`config.mk`:
```
export PLATFORM = sky130hd
export DESIGN_NAME = string_format_validator
export DESIGN_NICKNAME = d
export VERILOG_FILES = /design/src/rtl/core/sfv_pkg.sv /design/src/rtl/core/sfv_front.sv /design/src/rtl/core/sfv_queue.sv /design/src/rtl/core/sfv_back.sv /design/src/rtl/core/string_format_validator.sv
export SDC_FILE = /design/constraint.sdc
export NUM_CORES = 1
export LEC_CHECK = 0
export BUFFER_PORTS_ARGS = -buffer_cell sky130_fd_sc_hd__buf_2
export CAP_MARGIN = 5
export CORE_ASPECT_RATIO = 1.4
export CORE_MARGIN = 3
export CORE_UTILIZATION = 55
export CTS_BUF_LIST = sky130_fd_sc_hd__clkbuf_2 sky130_fd_sc_hd__clkbuf_4 sky130_fd_sc_hd__clkbuf_8
export DETAILED_ROUTE_END_ITERATION = 16
export PLACE_DENSITY = 0.73
export SLEW_MARGIN = 20
export SYNTH_ARGS = -nofsm -noshare
export SYNTH_HDL_FRONTEND = slang
export SYNTH_SLANG_ARGS = --single-unit
export TNS_END_PERCENT = 20
```
`constraint.sdc`:
```
create_clock -name clk -period 9.95 [get_ports clk]
set_clock_uncertainty 0.15 [all_clocks]
set_input_delay 0.4975 -clock clk [delete_from_list [all_inputs] [get_ports clk]]
set_output_delay 0.4975 -clock clk [all_outputs]
set_load 0.005 [all_outputs]
```
`src/rtl/core/sfv_pkg.sv`:
```
// Shared types, format codes and helper functions for the string format validator.
// No dependencies; every module of the validator imports this package.
package sfv_pkg;

	localparam int unsigned MODE_W = 4;

	// Format codes held in the check_mode register.
	localparam logic [MODE_W-1:0] MODE_HMS       = 4'd0;
	localparam logic [MODE_W-1:0] MODE_LOWERCASE = 4'd1;
	localparam logic [MODE_W-1:0] MODE_EMAIL     = 4'd2;
	localparam logic [MODE_W-1:0] MODE_NOQUOTES  = 4'd3;
	localparam logic [MODE_W-1:0] MODE_NOSPACES  = 4'd4;
	localparam logic [MODE_W-1:0] MODE_IPV4      = 4'd5;
	localparam logic [MODE_W-1:0] MODE_HM        = 4'd6;
	localparam logic [MODE_W-1:0] MODE_DIGITS    = 4'd7;
	localparam logic [MODE_W-1:0] MODE_LOWERWORD = 4'd8;
	localparam logic [MODE_W-1:0] MODE_NETMASK   = 4'd9;
	localparam logic [MODE_W-1:0] MODE_LOWERNUM  = 4'd10;
	localparam logic [MODE_W-1:0] MODE_DOTCASE   = 4'd11;

	// Default depth of the queue between front and back.
	localparam int unsigned QUEUE_DEPTH_DEF = 2;

	// One classified word as it travels from the front to the back.
	typedef struct packed {
		logic       end_marker;
		logic       is_digit;
		logic [3:0] digit_val;
		logic       is_sep;
		logic       bad;
		logic       is_at;
	} sfv_token_t;

	// Queue status seen by the front and by the top level.
	typedef struct packed {
		logic full;
		logic empty;
	} sfv_q_status_t;

	// Number of numeric fields of a format, zero for the character-class formats.
	function automatic logic [2:0] field_count(input logic [MODE_W-1:0] mode);
		logic [2:0] n;
		unique case (mode)
			MODE_HMS:                n = 3'd3;
			MODE_HM:                 n = 3'd2;
			MODE_IPV4, MODE_NETMASK: n = 3'd4;
			default:                 n = 3'd0;
		endcase
		return n;
	endfunction

	// Largest legal value of a numeric field.
	function automatic logic [8:0] field_limit(input logic [MODE_W-1:0] mode,
			input logic [2:0] idx);
		logic [8:0] lim;
		if (mode == MODE_HMS || mode == MODE_HM) begin
			lim = (idx == 3'd0) ? 9'd23 : 9'd59;
		end else begin
			lim = 9'd255;
		end
		return lim;
	endfunction

endpackage

```
`src/rtl/core/sfv_front.sv`:
```
// Front end of the string format validator: accepts words and classifies each character.
// Depends on sfv_pkg for the format codes and the token type.
module sfv_front import sfv_pkg::*; (
	input  logic [MODE_W-1:0] mode,
	input  logic [7:0]        char_code,
	input  logic              end_marker,
	input  logic              in_valid,
	output logic              in_ready,
	input  sfv_q_status_t     q_status,
	output logic              push,
	output sfv_token_t        push_token
);

	localparam logic [7:0] CH_AT    = 8'h40;
	localparam logic [7:0] CH_DOT   = 8'h2E;
	localparam logic [7:0] CH_UNDER = 8'h5F;
	localparam logic [7:0] CH_COLON = 8'h3A;
	localparam logic [7:0] CH_DQUOT = 8'h22;
	localparam logic [7:0] CH_SQUOT = 8'h27;
	localparam logic [7:0] CH_SPACE = 8'h20;

	logic is_digit;
	logic is_lower;
	logic is_upper;
	logic is_alnum;
	logic is_sep;
	logic bad;
	logic [7:0] digit_off;

	assign is_digit  = (char_code >= 8'h30) && (char_code <= 8'h39);
	assign is_lower  = (char_code >= 8'h61) && (char_code <= 8'h7A);
	assign is_upper  = (char_code >= 8'h41) && (char_code <= 8'h5A);
	assign is_alnum  = is_digit || is_lower || is_upper;
	assign digit_off = char_code - 8'h30;

	always_comb begin
		is_sep = 1'b0;
		bad    = 1'b0;
		unique case (mode)
			MODE_HMS, MODE_HM: begin
				is_sep = (char_code == CH_COLON);
			end
			MODE_IPV4, MODE_NETMASK: begin
				is_sep = (char_code == CH_DOT);
			end
			MODE_LOWERCASE: bad = is_upper;
			MODE_EMAIL: begin
				bad = !(is_alnum || char_code == CH_DOT || char_code == CH_UNDER ||
					char_code == CH_AT);
			end
			MODE_NOQUOTES: bad = (char_code == CH_DQUOT) || (char_code == CH_SQUOT);
			MODE_NOSPACES: begin
				bad = (char_code == CH_SPACE) ||
					((char_code >= 8'd9) && (char_code <= 8'd13));
			end
			MODE_DIGITS:    bad = !is_digit;
			MODE_LOWERWORD: bad = !is_lower;
			MODE_LOWERNUM:  bad = !(is_lower || is_digit);
			MODE_DOTCASE:   bad = !(is_alnum || char_code == CH_DOT);
			default:        bad = 1'b1;
		endcase
	end

	assign in_ready = !q_status.full;
	assign push     = in_valid && in_ready;

	assign push_token.end_marker = end_marker;
	assign push_token.is_digit   = is_digit;
	assign push_token.digit_val  = digit_off[3:0];
	assign push_token.is_sep     = is_sep;
	assign push_token.bad        = bad;
	assign push_token.is_at      = (char_code == CH_AT);

endmodule

```
`src/rtl/core/sfv_queue.sv`:
```
// Short FIFO of classified words between the front and the back of the validator.
// Depends on sfv_pkg for the token and status types.
module sfv_queue import sfv_pkg::*; #(
	parameter int unsigned DEPTH = QUEUE_DEPTH_DEF
) (
	input  logic          clk,
	input  logic          arst_n,
	input  logic          push,
	input  sfv_token_t    push_token,
	input  logic          pop,
	output sfv_token_t    pop_token,
	output sfv_q_status_t status
);

	localparam int unsigned PTR_W = (DEPTH > 1) ? $clog2(DEPTH) : 1;
	localparam int unsigned CNT_W = $clog2(DEPTH + 1);

	sfv_token_t       mem_q [DEPTH];
	logic [PTR_W-1:0] wr_ptr_q;
	logic [PTR_W-1:0] rd_ptr_q;
	logic [CNT_W-1:0] count_q;

	assign status.full  = (count_q == CNT_W'(DEPTH));
	assign status.empty = (count_q == '0);
	assign pop_token    = mem_q[rd_ptr_q];

	always_ff @(posedge clk) begin
		if (push) begin
			mem_q[wr_ptr_q] <= push_token;
		end
	end

	always_ff @(posedge clk or negedge arst_n) begin
		if (!arst_n) begin
			wr_ptr_q <= '0;
			rd_ptr_q <= '0;
			count_q  <= '0;
		end else begin
			if (push) begin
				wr_ptr_q <= (wr_ptr_q == PTR_W'(DEPTH - 1)) ? '0 : wr_ptr_q + 1'b1;
			end
			if (pop) begin
				rd_ptr_q <= (rd_ptr_q == PTR_W'(DEPTH - 1)) ? '0 : rd_ptr_q + 1'b1;
			end
			if (push && !pop) begin
				count_q <= count_q + 1'b1;
			end else if (pop && !push) begin
				count_q <= count_q - 1'b1;
			end
		end
	end

endmodule

```
`src/rtl/core/sfv_back.sv`:
```
// Back end of the string format validator: string state, field checks and result register.
// Depends on sfv_pkg for the format codes, the token type and the field helpers.
module sfv_back import sfv_pkg::*; (
	input  logic              clk,
	input  logic              arst_n,
	input  logic [MODE_W-1:0] mode,
	input  logic              tok_valid,
	input  sfv_token_t        tok,
	output logic              pop,
	output logic              valid_res,
	output logic              out_valid,
	input  logic              out_ready
);

	logic       failed_q;
	logic [2:0] idx_q;
	logic [8:0] fv_q;
	logic [7:0] prev_q;
	logic       ds_q;
	logic [1:0] at_q;
	logic       res_q;
	logic       out_valid_q;

	logic       failed_d;
	logic [2:0] idx_d;
	logic [8:0] fv_d;
	logic [7:0] prev_d;
	logic       ds_d;
	logic [1:0] at_d;
	logic       res_d;

	logic [2:0]  cnt;
	logic        is_field;
	logic        last_field;
	logic        close_fail;
	logic [8:0]  inv;
	logic [11:0] fv_next;

	assign cnt        = field_count(mode);
	assign is_field   = (cnt != 3'd0);
	assign last_field = ({1'b0, idx_q} + 4'd1) >= {1'b0, cnt};

	// A netmask octet must invert to a run of low ones.
	assign inv = {1'b0, ~fv_q[7:0]};
	assign fv_next = {fv_q, 3'b000} + {2'b00, fv_q, 1'b0} + {8'd0, tok.digit_val};

	always_comb begin
		close_fail = !ds_q || (fv_q > field_limit(mode, idx_q));
		if (mode == MODE_NETMASK) begin
			close_fail = close_fail || ((inv & (inv + 9'd1)) != 9'd0) ||
				(fv_q > {1'b0, prev_q});
		end
	end

	// An end word waits in the queue while the result register is still occupied and not being taken.
	assign pop = tok_valid && (!tok.end_marker || !out_valid_q || out_ready);

	always_comb begin
		failed_d = failed_q;
		idx_d    = idx_q;
		fv_d     = fv_q;
		prev_d   = prev_q;
		ds_d     = ds_q;
		at_d     = at_q;
		res_d    = 1'b0;
		if (tok.end_marker) begin
			if (is_field) begin
				res_d = !(failed_q || close_fail ||
					(({1'b0, idx_q} + 4'd1) != {1'b0, cnt}));
			end else if (mode == MODE_EMAIL) begin
				res_d = !failed_q && (at_q == 2'd1);
			end else if (mode > MODE_DOTCASE) begin
				res_d = 1'b0;
			end else begin
				res_d = !failed_q;
			end
			failed_d = 1'b0;
			idx_d    = 3'd0;
			fv_d     = 9'd0;
			prev_d   = 8'd255;
			ds_d     = 1'b0;
			at_d     = 2'd0;
		end else if (is_field) begin
			if (tok.is_digit) begin
				fv_d = (fv_next > 12'd255) ? 9'd256 : fv_next[8:0];
				ds_d = 1'b1;
			end else if (tok.is_sep) begin
				failed_d = failed_q || close_fail || last_field;
				if (mode == MODE_NETMASK) begin
					prev_d = fv_q[7:0];
				end
				fv_d = 9'd0;
				ds_d = 1'b0;
				if (!last_field) begin
					idx_d = idx_q + 3'd1;
				end
			end else begin
				failed_d = 1'b1;
			end
		end else begin
			failed_d = failed_q || tok.bad;
			if (mode == MODE_EMAIL && tok.is_at && at_q != 2'd2) begin
				at_d = at_q + 2'd1;
			end
		end
	end

	always_ff @(posedge clk or negedge arst_n) begin
		if (!arst_n) begin
			failed_q    <= 1'b0;
			idx_q       <= 3'd0;
			fv_q        <= 9'd0;
			prev_q      <= 8'd255;
			ds_q        <= 1'b0;
			at_q        <= 2'd0;
			out_valid_q <= 1'b0;
		end else begin
			if (pop) begin
				failed_q <= failed_d;
				idx_q    <= idx_d;
				fv_q     <= fv_d;
				prev_q   <= prev_d;
				ds_q     <= ds_d;
				at_q     <= at_d;
			end
			if (pop && tok.end_marker) begin
				out_valid_q <= 1'b1;
			end else if (out_ready) begin
				out_valid_q <= 1'b0;
			end
		end
	end

	always_ff @(posedge clk) begin
		if (pop && tok.end_marker) begin
			res_q <= res_d;
		end
	end

	assign valid_res = res_q;
	assign out_valid = out_valid_q;

endmodule

```
`src/rtl/core/string_format_validator.sv`:
```
// Top level of the string format validator: format register, front, queue and back.
// Depends on sfv_pkg, sfv_front, sfv_queue and sfv_back.
//
// The validator checks an ASCII string, sent one character per input word and
// closed by a word with end_marker set, against the format selected by the
// check_mode register (time, email, IPv4, netmask and several character-class
// formats). Character words produce nothing; the end word produces one output
// word whose valid_res says whether the whole string matched, after which the
// string state is cleared for the next string. The block takes one word per clock
// cycle while in_ready is high. The front classifies each character in the cycle it
// is accepted and writes it to a short queue; the back takes one word per cycle
// from the queue, unless an end word waits behind a pending result, and updates
// the string state; the result of an end word is written to the output register
// once the word leaves the queue. The result sits in that register; while it
// waits to be taken, further character words keep flowing and only a second end
// word waits in the queue. Once the queue fills up behind that end word, in_ready
// drops until the pending result is taken. check_mode is written through cfg_we
// and cfg_wdata and should change only while no string is in flight.
module string_format_validator import sfv_pkg::*; #(
	parameter int unsigned QUEUE_DEPTH = QUEUE_DEPTH_DEF
) (
	input  logic              clk,
	input  logic              arst_n,
	input  logic              cfg_we,
	input  logic [MODE_W-1:0] cfg_wdata,
	input  logic              in_valid,
	output logic              in_ready,
	input  logic [7:0]        char_code,
	input  logic              end_marker,
	output logic              out_valid,
	input  logic              out_ready,
	output logic              valid_res
);

	logic [MODE_W-1:0] mode_q;
	sfv_q_status_t     q_status;
	logic              push;
	sfv_token_t        push_token;
	logic              pop;
	sfv_token_t        pop_token;

	// Format register; the user must hold its value for every word of a string, the block does not enforce it.
	always_ff @(posedge clk or negedge arst_n) begin
		if (!arst_n) begin
			mode_q <= MODE_HMS;
		end else if (cfg_we) begin
			mode_q <= cfg_wdata;
		end
	end

	sfv_front u_front (
		.mode       (mode_q),
		.char_code  (char_code),
		.end_marker (end_marker),
		.in_valid   (in_valid),
		.in_ready   (in_ready),
		.q_status   (q_status),
		.push       (push),
		.push_token (push_token)
	);

	sfv_queue #(
		.DEPTH (QUEUE_DEPTH)
	) u_queue (
		.clk        (clk),
		.arst_n     (arst_n),
		.push       (push),
		.push_token (push_token),
		.pop        (pop),
		.pop_token  (pop_token),
		.status     (q_status)
	);

	sfv_back u_back (
		.clk       (clk),
		.arst_n    (arst_n),
		.mode      (mode_q),
		.tok_valid (!q_status.empty),
		.tok       (pop_token),
		.pop       (pop),
		.valid_res (valid_res),
		.out_valid (out_valid),
		.out_ready (out_ready)
	);

`ifndef SYNTHESIS
	// The queue is never reported full and empty at once.
	a_queue_status: assert property (@(posedge clk) disable iff (!arst_n)
		!(q_status.full && q_status.empty))
		else $error("queue reports full and empty together");

	// The back never pops from an empty queue.
	a_pop_nonempty: assert property (@(posedge clk) disable iff (!arst_n)
		pop |-> !q_status.empty)
		else $error("pop from an empty queue");

	// An end word leaves the queue only when the result register can take it.
	a_end_room: assert property (@(posedge clk) disable iff (!arst_n)
		(pop && pop_token.end_marker) |-> (!out_valid || out_ready))
		else $error("end word popped over a pending result");

	// A popped end word shows its result in the next cycle.
	a_end_result: assert property (@(posedge clk) disable iff (!arst_n)
		(pop && pop_token.end_marker) |=> out_valid)
		else $error("end word produced no result");
`endif

endmodule

```
; Word-level counts from Yosys, hierarchy flattened
; Memory sizes are Yosys's and may differ from the RTL's.
; Cells that the tools add are included.
; Widths: inputs -> output; s select.
[totals]
ff_bits = 34
mem_bits_rw = 18
input_bits = 18
output_inout_bits = 3
elab_cells = 171
mem_count = 1
[op_classes]
add_sub_neg = 11
magnitude_cmp = 13
eq_ne = 26
mux = 43
bitwise = 2
n_reduce_logical = 63
[memory_table]
columns = name, depth, word_bits, read_ports, rd_clocked_by_memory_dff, wr, line
row1 = u_queue.mem_q, 2, 9, 1, 0, 1, sfv_queue.sv:18  ; sfv_token_t mem_q [DEPTH];
[ops]
columns = op, count
row1 = $mux 9, 6
row2 = $eq 8x6->1 const B, 5
row3 = $mux 8, 5
row4 = $mux 1, 18
row5 = $logic_or 1x1->1, 17
row6 = $eq 4x3->1 const B, 4
row7 = $eq 4x4->1 const B, 4
row8 = $eq 8x7->1 const B, 2
row9 = $ge 8x7->1 const B, 2
row10 = $le 8x7->1 const B, 2
row11 = $mux 3, 5
row12 = $logic_not 1->1, 14
row13 = $add 12x10->12, 1
row14 = $add 12x4->12, 1
row15 = $gt 12x8->1 const B, 1
row16 = $logic_and 1x1->1, 12
row17 = $reduce_bool 2->1, 6
row18 = $mux 2, 5
row19 = $reduce_and 5->1, 2
row20 = $add 8x1->9 const B, 1
row21 = $and 8x9->9, 1
row22 = $gt 9x8->1, 1
row23 = $gt 9x9->1, 1
row24 = $pmux 1 s9, 1
row25 = other kinds (33), 41

; Longest topological paths before layout
[depth]
word_depth = 14
ltp_mapped = 12
depth_no_buf = 10

; Cells and area by module
; Synthesis repeated with hierarchy kept, for this count alone.
[unflattened]
cells_unflattened = 370
hier_area_um2 = 3697.3
[by_module_without_submodules]
columns = module, n_inst, cells_per_inst, area_each_um2, seq_area_each_um2
row1 = sfv_back, 1, 255, 2275.9, 665.6
row2 = sfv_queue, 1, 44, 842.1, 640.6
row3 = sfv_front, 1, 62, 430.4, 0.0
row4 = string_format_validator, 1, 9, 148.9, 100.1

; Least setup slack after synthesis
; OpenSTA, ideal clock, no wires.
[synth_path]
kind = register -> register
startpoint = register u_queue.rd_ptr_q
endpoint = register u_back.fv_q[0]
arrival_time_ps = 3306
setup_slack_ps = 6420
path_stages_with_launch = 13
n_path_buf = 2
path_cell_list = dfrtp_1 buf_2 buf_2 mux2_2 ha_1 ha_1 fa_1 a211oi_2 or4b_1 o2111ai_1 or4_4 nand2b_4 o21ai_2
[synth_via]
elab_chain_cells = 7
word_cells_on_any_way = 14
[synth_lines]
columns = item, line
row1 = start: declaration, sfv_queue.sv:20  ; logic [PTR_W-1:0] rd_ptr_q;
row2 = start signal: assignment, sfv_queue.sv:43  ; rd_ptr_q <= (rd_ptr_q == PTR_W'(DEPTH - 1)) ? '0 : rd_ptr_q + 1'b1;
row3 = $mem_v2 2x9 *, --
row4 = $add 12x4->12, sfv_back.sv:45  ; assign fv_next = {fv_q, 3'b000} + {2'b00, fv_q, 1'b0} + {8'd0, tok.digit_val};
row5 = $gt 12x8->1, sfv_back.sv:85  ; fv_d = (fv_next > 12'd255) ? 9'd256 : fv_next[8:0];
row6 = $mux 9, sfv_back.sv:85
row7 = $mux 9, sfv_back.sv:84  ; if (tok.is_digit) begin
row8 = $mux 9, sfv_back.sv:83  ; end else if (is_field) begin
row9 = $mux 9, sfv_back.sv:66  ; if (tok.end_marker) begin
row10 = end signal: assignment, sfv_back.sv:121  ; fv_q <= fv_d;
row11 = end: declaration, sfv_back.sv:17  ; logic [8:0] fv_q;
; Every way passes the cells marked *; elsewhere a longest branch is shown, timed or not. The select of a mux whose other input is x is not followed.
; A chain may end at the register's enable or synchronous reset.

; Worst setup path after layout
; Same ends and word-level chain as after synthesis.

==> impl_metrics.ini <==
[setup_path]
cp_common_cell = ha_1
critPathTopFamily = adder cells
crit_buf_inv = 0
cp.arrival_ns = 3.90
endpoint_kind = flop
crit_chain = mux2_2, ha_1, ha_1, fa_1, a211oi_2, or4b_1, o2111ai_1, or4_4, nand2b_4, o21ai_2
crit_fanout = 14
r2r_cells = 10
startpoint = u_queue.rd_ptr_q$_DFFE_PN0P_
slowest_delay_ns = 0.72
start_kind = flop
endpoint = u_back.fv_q[0]$_DFFE_PN0P_
critPathRequiredTime_ns = 10.05
rr_startpoint = u_queue.rd_ptr_q$_DFFE_PN0P_
crit_type = reg2reg
cp.depth = 10
r2r_slack_ns = 6.15
crit_path_top_delay_cell = dfrtp_1
r2r_end = u_back.fv_q[0]$_DFFE_PN0P_

[clocking]
postCtsHoldBufs = 0
clkSinkCount = 52
cts_tree = done
cts.htree.levels = 2
path_clk_slew_ns = 0.11
numCtsBuffers = 5
cts_resized = 0
cts_buffer_depth = 2
root_buffer = clkbuf_8
cts_setup_buffers = 0
clock_latency_ns = 0.31

[synth]
synth_edf_count = 19
synth_area_leaders = dfrtp_1 17%, edfxtp_1 16%, ha_1 12%, dfstp_2 5.8%, nand2_1 3.0%
yosys-top-cells-count = 36 x ha_1, 29 x nand2_1, 28 x inv_1
netlist-cell-type-count = 74
netlist_area_um2 = 3610
ys_ff_latch = 52
yosysTopAreaCell = dfrtp_1
yosysSeqAreaShare = 0.3896
syn_avg_cell_area_um2 = 10.20
yosysMostFrequentCell = ha_1
synthArstFlopShare = 0.6346
synth_fp_nets = 410
yosysWarnings = 0
syn_inst = 354
synth-main-ff-cell = dfrtp_1
synth.top_cell.area_share = 0.1733

[sta]
post-route-min-period_ns = 3.799
setup_violations = 0
tns_ns = 0
rsz0062_at_grt = no
min_period_over_period = 0.3819
hold_viol = 0
worstMarginPinSlew_ns = 0.7779
relSlewSlack = 0.4795
fmax_mhz = 263.2
drv_slew = 0

[pwr]
irDropWorstVdd_mv = 0.2023
leakage_nw = 1.733
p_per_area_nw_per_um2 = 224.6

[global_routing]
grt_usage = 0.2151
antenna_found_initial = 0
grt_overflow = 0
grt_max_degree = 34
grt_pass1_wl_um = 12870
grt_pass1_vias = 2789

[cells_and_area]
n_antenna_cell = 0
nets = 429
drive_above_1_share = 0.1818
final_util = 0.6123
seqCellArea_um2 = 1406
final.fill_count = 548
multi_input_area_um2 = 2056
area_growth_syn_to_layout_pct = 6.794

[detailed_routing]
wirelength_um = 7370
wire_per_inst_um = 16.52
drc = 0
antenna_left = 0
via_per_inst = 6.184
num_vias = 2758
dr.pass1.iters = 4
drt_iter0_markers = 161

[floorplanning]
pin_count = 21
fp.dieArea_um2 = 7585
die_h_um = 101.9
fp.coreArea_um2 = 6296
rows = 34
dieWidth_um = 74.47
start_util = 0.5733

[placement]
numPortBuffers = 20
post-dp-hpwl_um = 5602
gp_congestion = 0.8120

[job]
maxCapViolations = 0

[min_path]
holdCritPathClass = in2async

[outcome]
status = completed
logic make-up after synthesis:
| logic type | Yosys count | share of synthesized area |
|---|---|---|
| AOI/OAI and AO/OA | 86 | 0.1799 |
| muxes | 13 | 0.03917 |
| adders and majority gates | 38 | 0.1359 |
| xor gates and xnor gates | 13 | 0.03154 |
| DFF | 52 | 0.3896 |
| buffers and inverters | 36 | 0.04090 |
| and+or+nand+nor | 116 | 0.1830 |
registers in the layout, indices dropped and copies added, names as in the netlist:
name / count
u_queue.mem_q: 18
u_back.idx_q: 3
u_queue.count_q: 2
u_back.prev_q: 8
u_back.failed_q: 1
u_queue.wr_ptr_q: 1
mode_q: 4
u_back.ds_q: 1
u_back.at_q: 2
u_back.fv_q: 9
u_back.out_valid: 1
u_back.valid_res: 1
u_queue.rd_ptr_q: 1
through the flow:
| stage | hold slack (ns) | power, mW | instances | cell area [um^2] | setup WS [ns] |
|---|---|---|---|---|---|
| after floorplan | 0.05191 | 0.6335 | 354 | 3610 | 6.420 |
| after detailed placement | 0.3381 | 0.7379 | 438 | 3757 | 6.182 |
| after global routing | 0.1349 | 0.9326 | 446 | 3855 | 5.907 |
| after global placement | 0.3298 | 0.7267 | 438 | 3757 | 6.255 |
| after CTS | 0.1152 | 0.8719 | 446 | 3855 | 6.128 |
| final | 0.09507 | 0.8658 | 446 | 3855 | 6.151 |
how the worst min path moves through the flow:
stage / startpoint / end / slack [ns] / cells after the start
after global routing: arst_n / u_queue.count_q[0]$_DFFE_PN0P_ / 0.13 / 1
after floorplan: arst_n / mode_q[0]$_DFFE_PN0P_ / 0.05 / 0
after global placement: u_queue.wr_ptr_q$_DFFE_PN0P_ / u_queue.wr_ptr_q$_DFFE_PN0P_ / 0.33 / 1
after CTS: arst_n / u_back.out_valid$_DFFE_PN0P_ / 0.12 / 1
after detailed placement: u_queue.wr_ptr_q$_DFFE_PN0P_ / u_queue.wr_ptr_q$_DFFE_PN0P_ / 0.34 / 1
final: arst_n / u_queue.count_q[0]$_DFFE_PN0P_ / 0.1 / 1
worst register-to-register path, stage by stage, from the launching register on:
cell       delay (ns)
dfrtp_1          0.72
mux2_2           0.41
ha_1             0.29
ha_1             0.24
fa_1             0.45
a211oi_2         0.26
or4b_1           0.15
o2111ai_1        0.12
or4_4            0.57
nand2b_4         0.22
o21ai_2          0.15
final cells by class:
type / instances / share of cell area
Clock buffer: 5 / 0.01785
Clock inverter: 3 / 0.007465
Inverter: 28 / 0.02726
Multi-Input combinational cell: 266 / 0.5333
Sequential cell: 52 / 0.3648
Tap cell: 72 / 0.02337
Timing Repair Buffer: 20 / 0.02597
per-layer routing:
metal	vias to the layer above	wire length (um)	GRT usage
li1	1359	-	-
met1	1315	3061	0.2557
met2	64	3903	0.3812
met3	20	220	0.02756
met4	0	185	0.09452
met5	-	0	0
report_power, final:
part / total, mW / leakage (nW) / switching (mW) / internal (mW)
clock: 0.132 / 0.0511 / 0.0789 / 0.0533
combinational: 0.391 / 1.09 / 0.222 / 0.170
sequential: 0.342 / 0.590 / 0.0661 / 0.276
total: 0.866 / 1.73 / 0.367 / 0.499
layout by cell type, fill, tap and decap left out, types with 7 or more instances in the layout:
master,count
o21ai_0,12
xnor2_1,7
nor2_1,21
dfrtp_1,25
ha_1,36
o21ai_2,8
inv_1,28
nand2b_1,9
nand3_1,9
edfxtp_1,19
dfstp_2,8
o22a_1,8
a21oi_1,11
buf_2,20
nand2_1,29
Note: power is estimated with default switching activity, not from simulation.
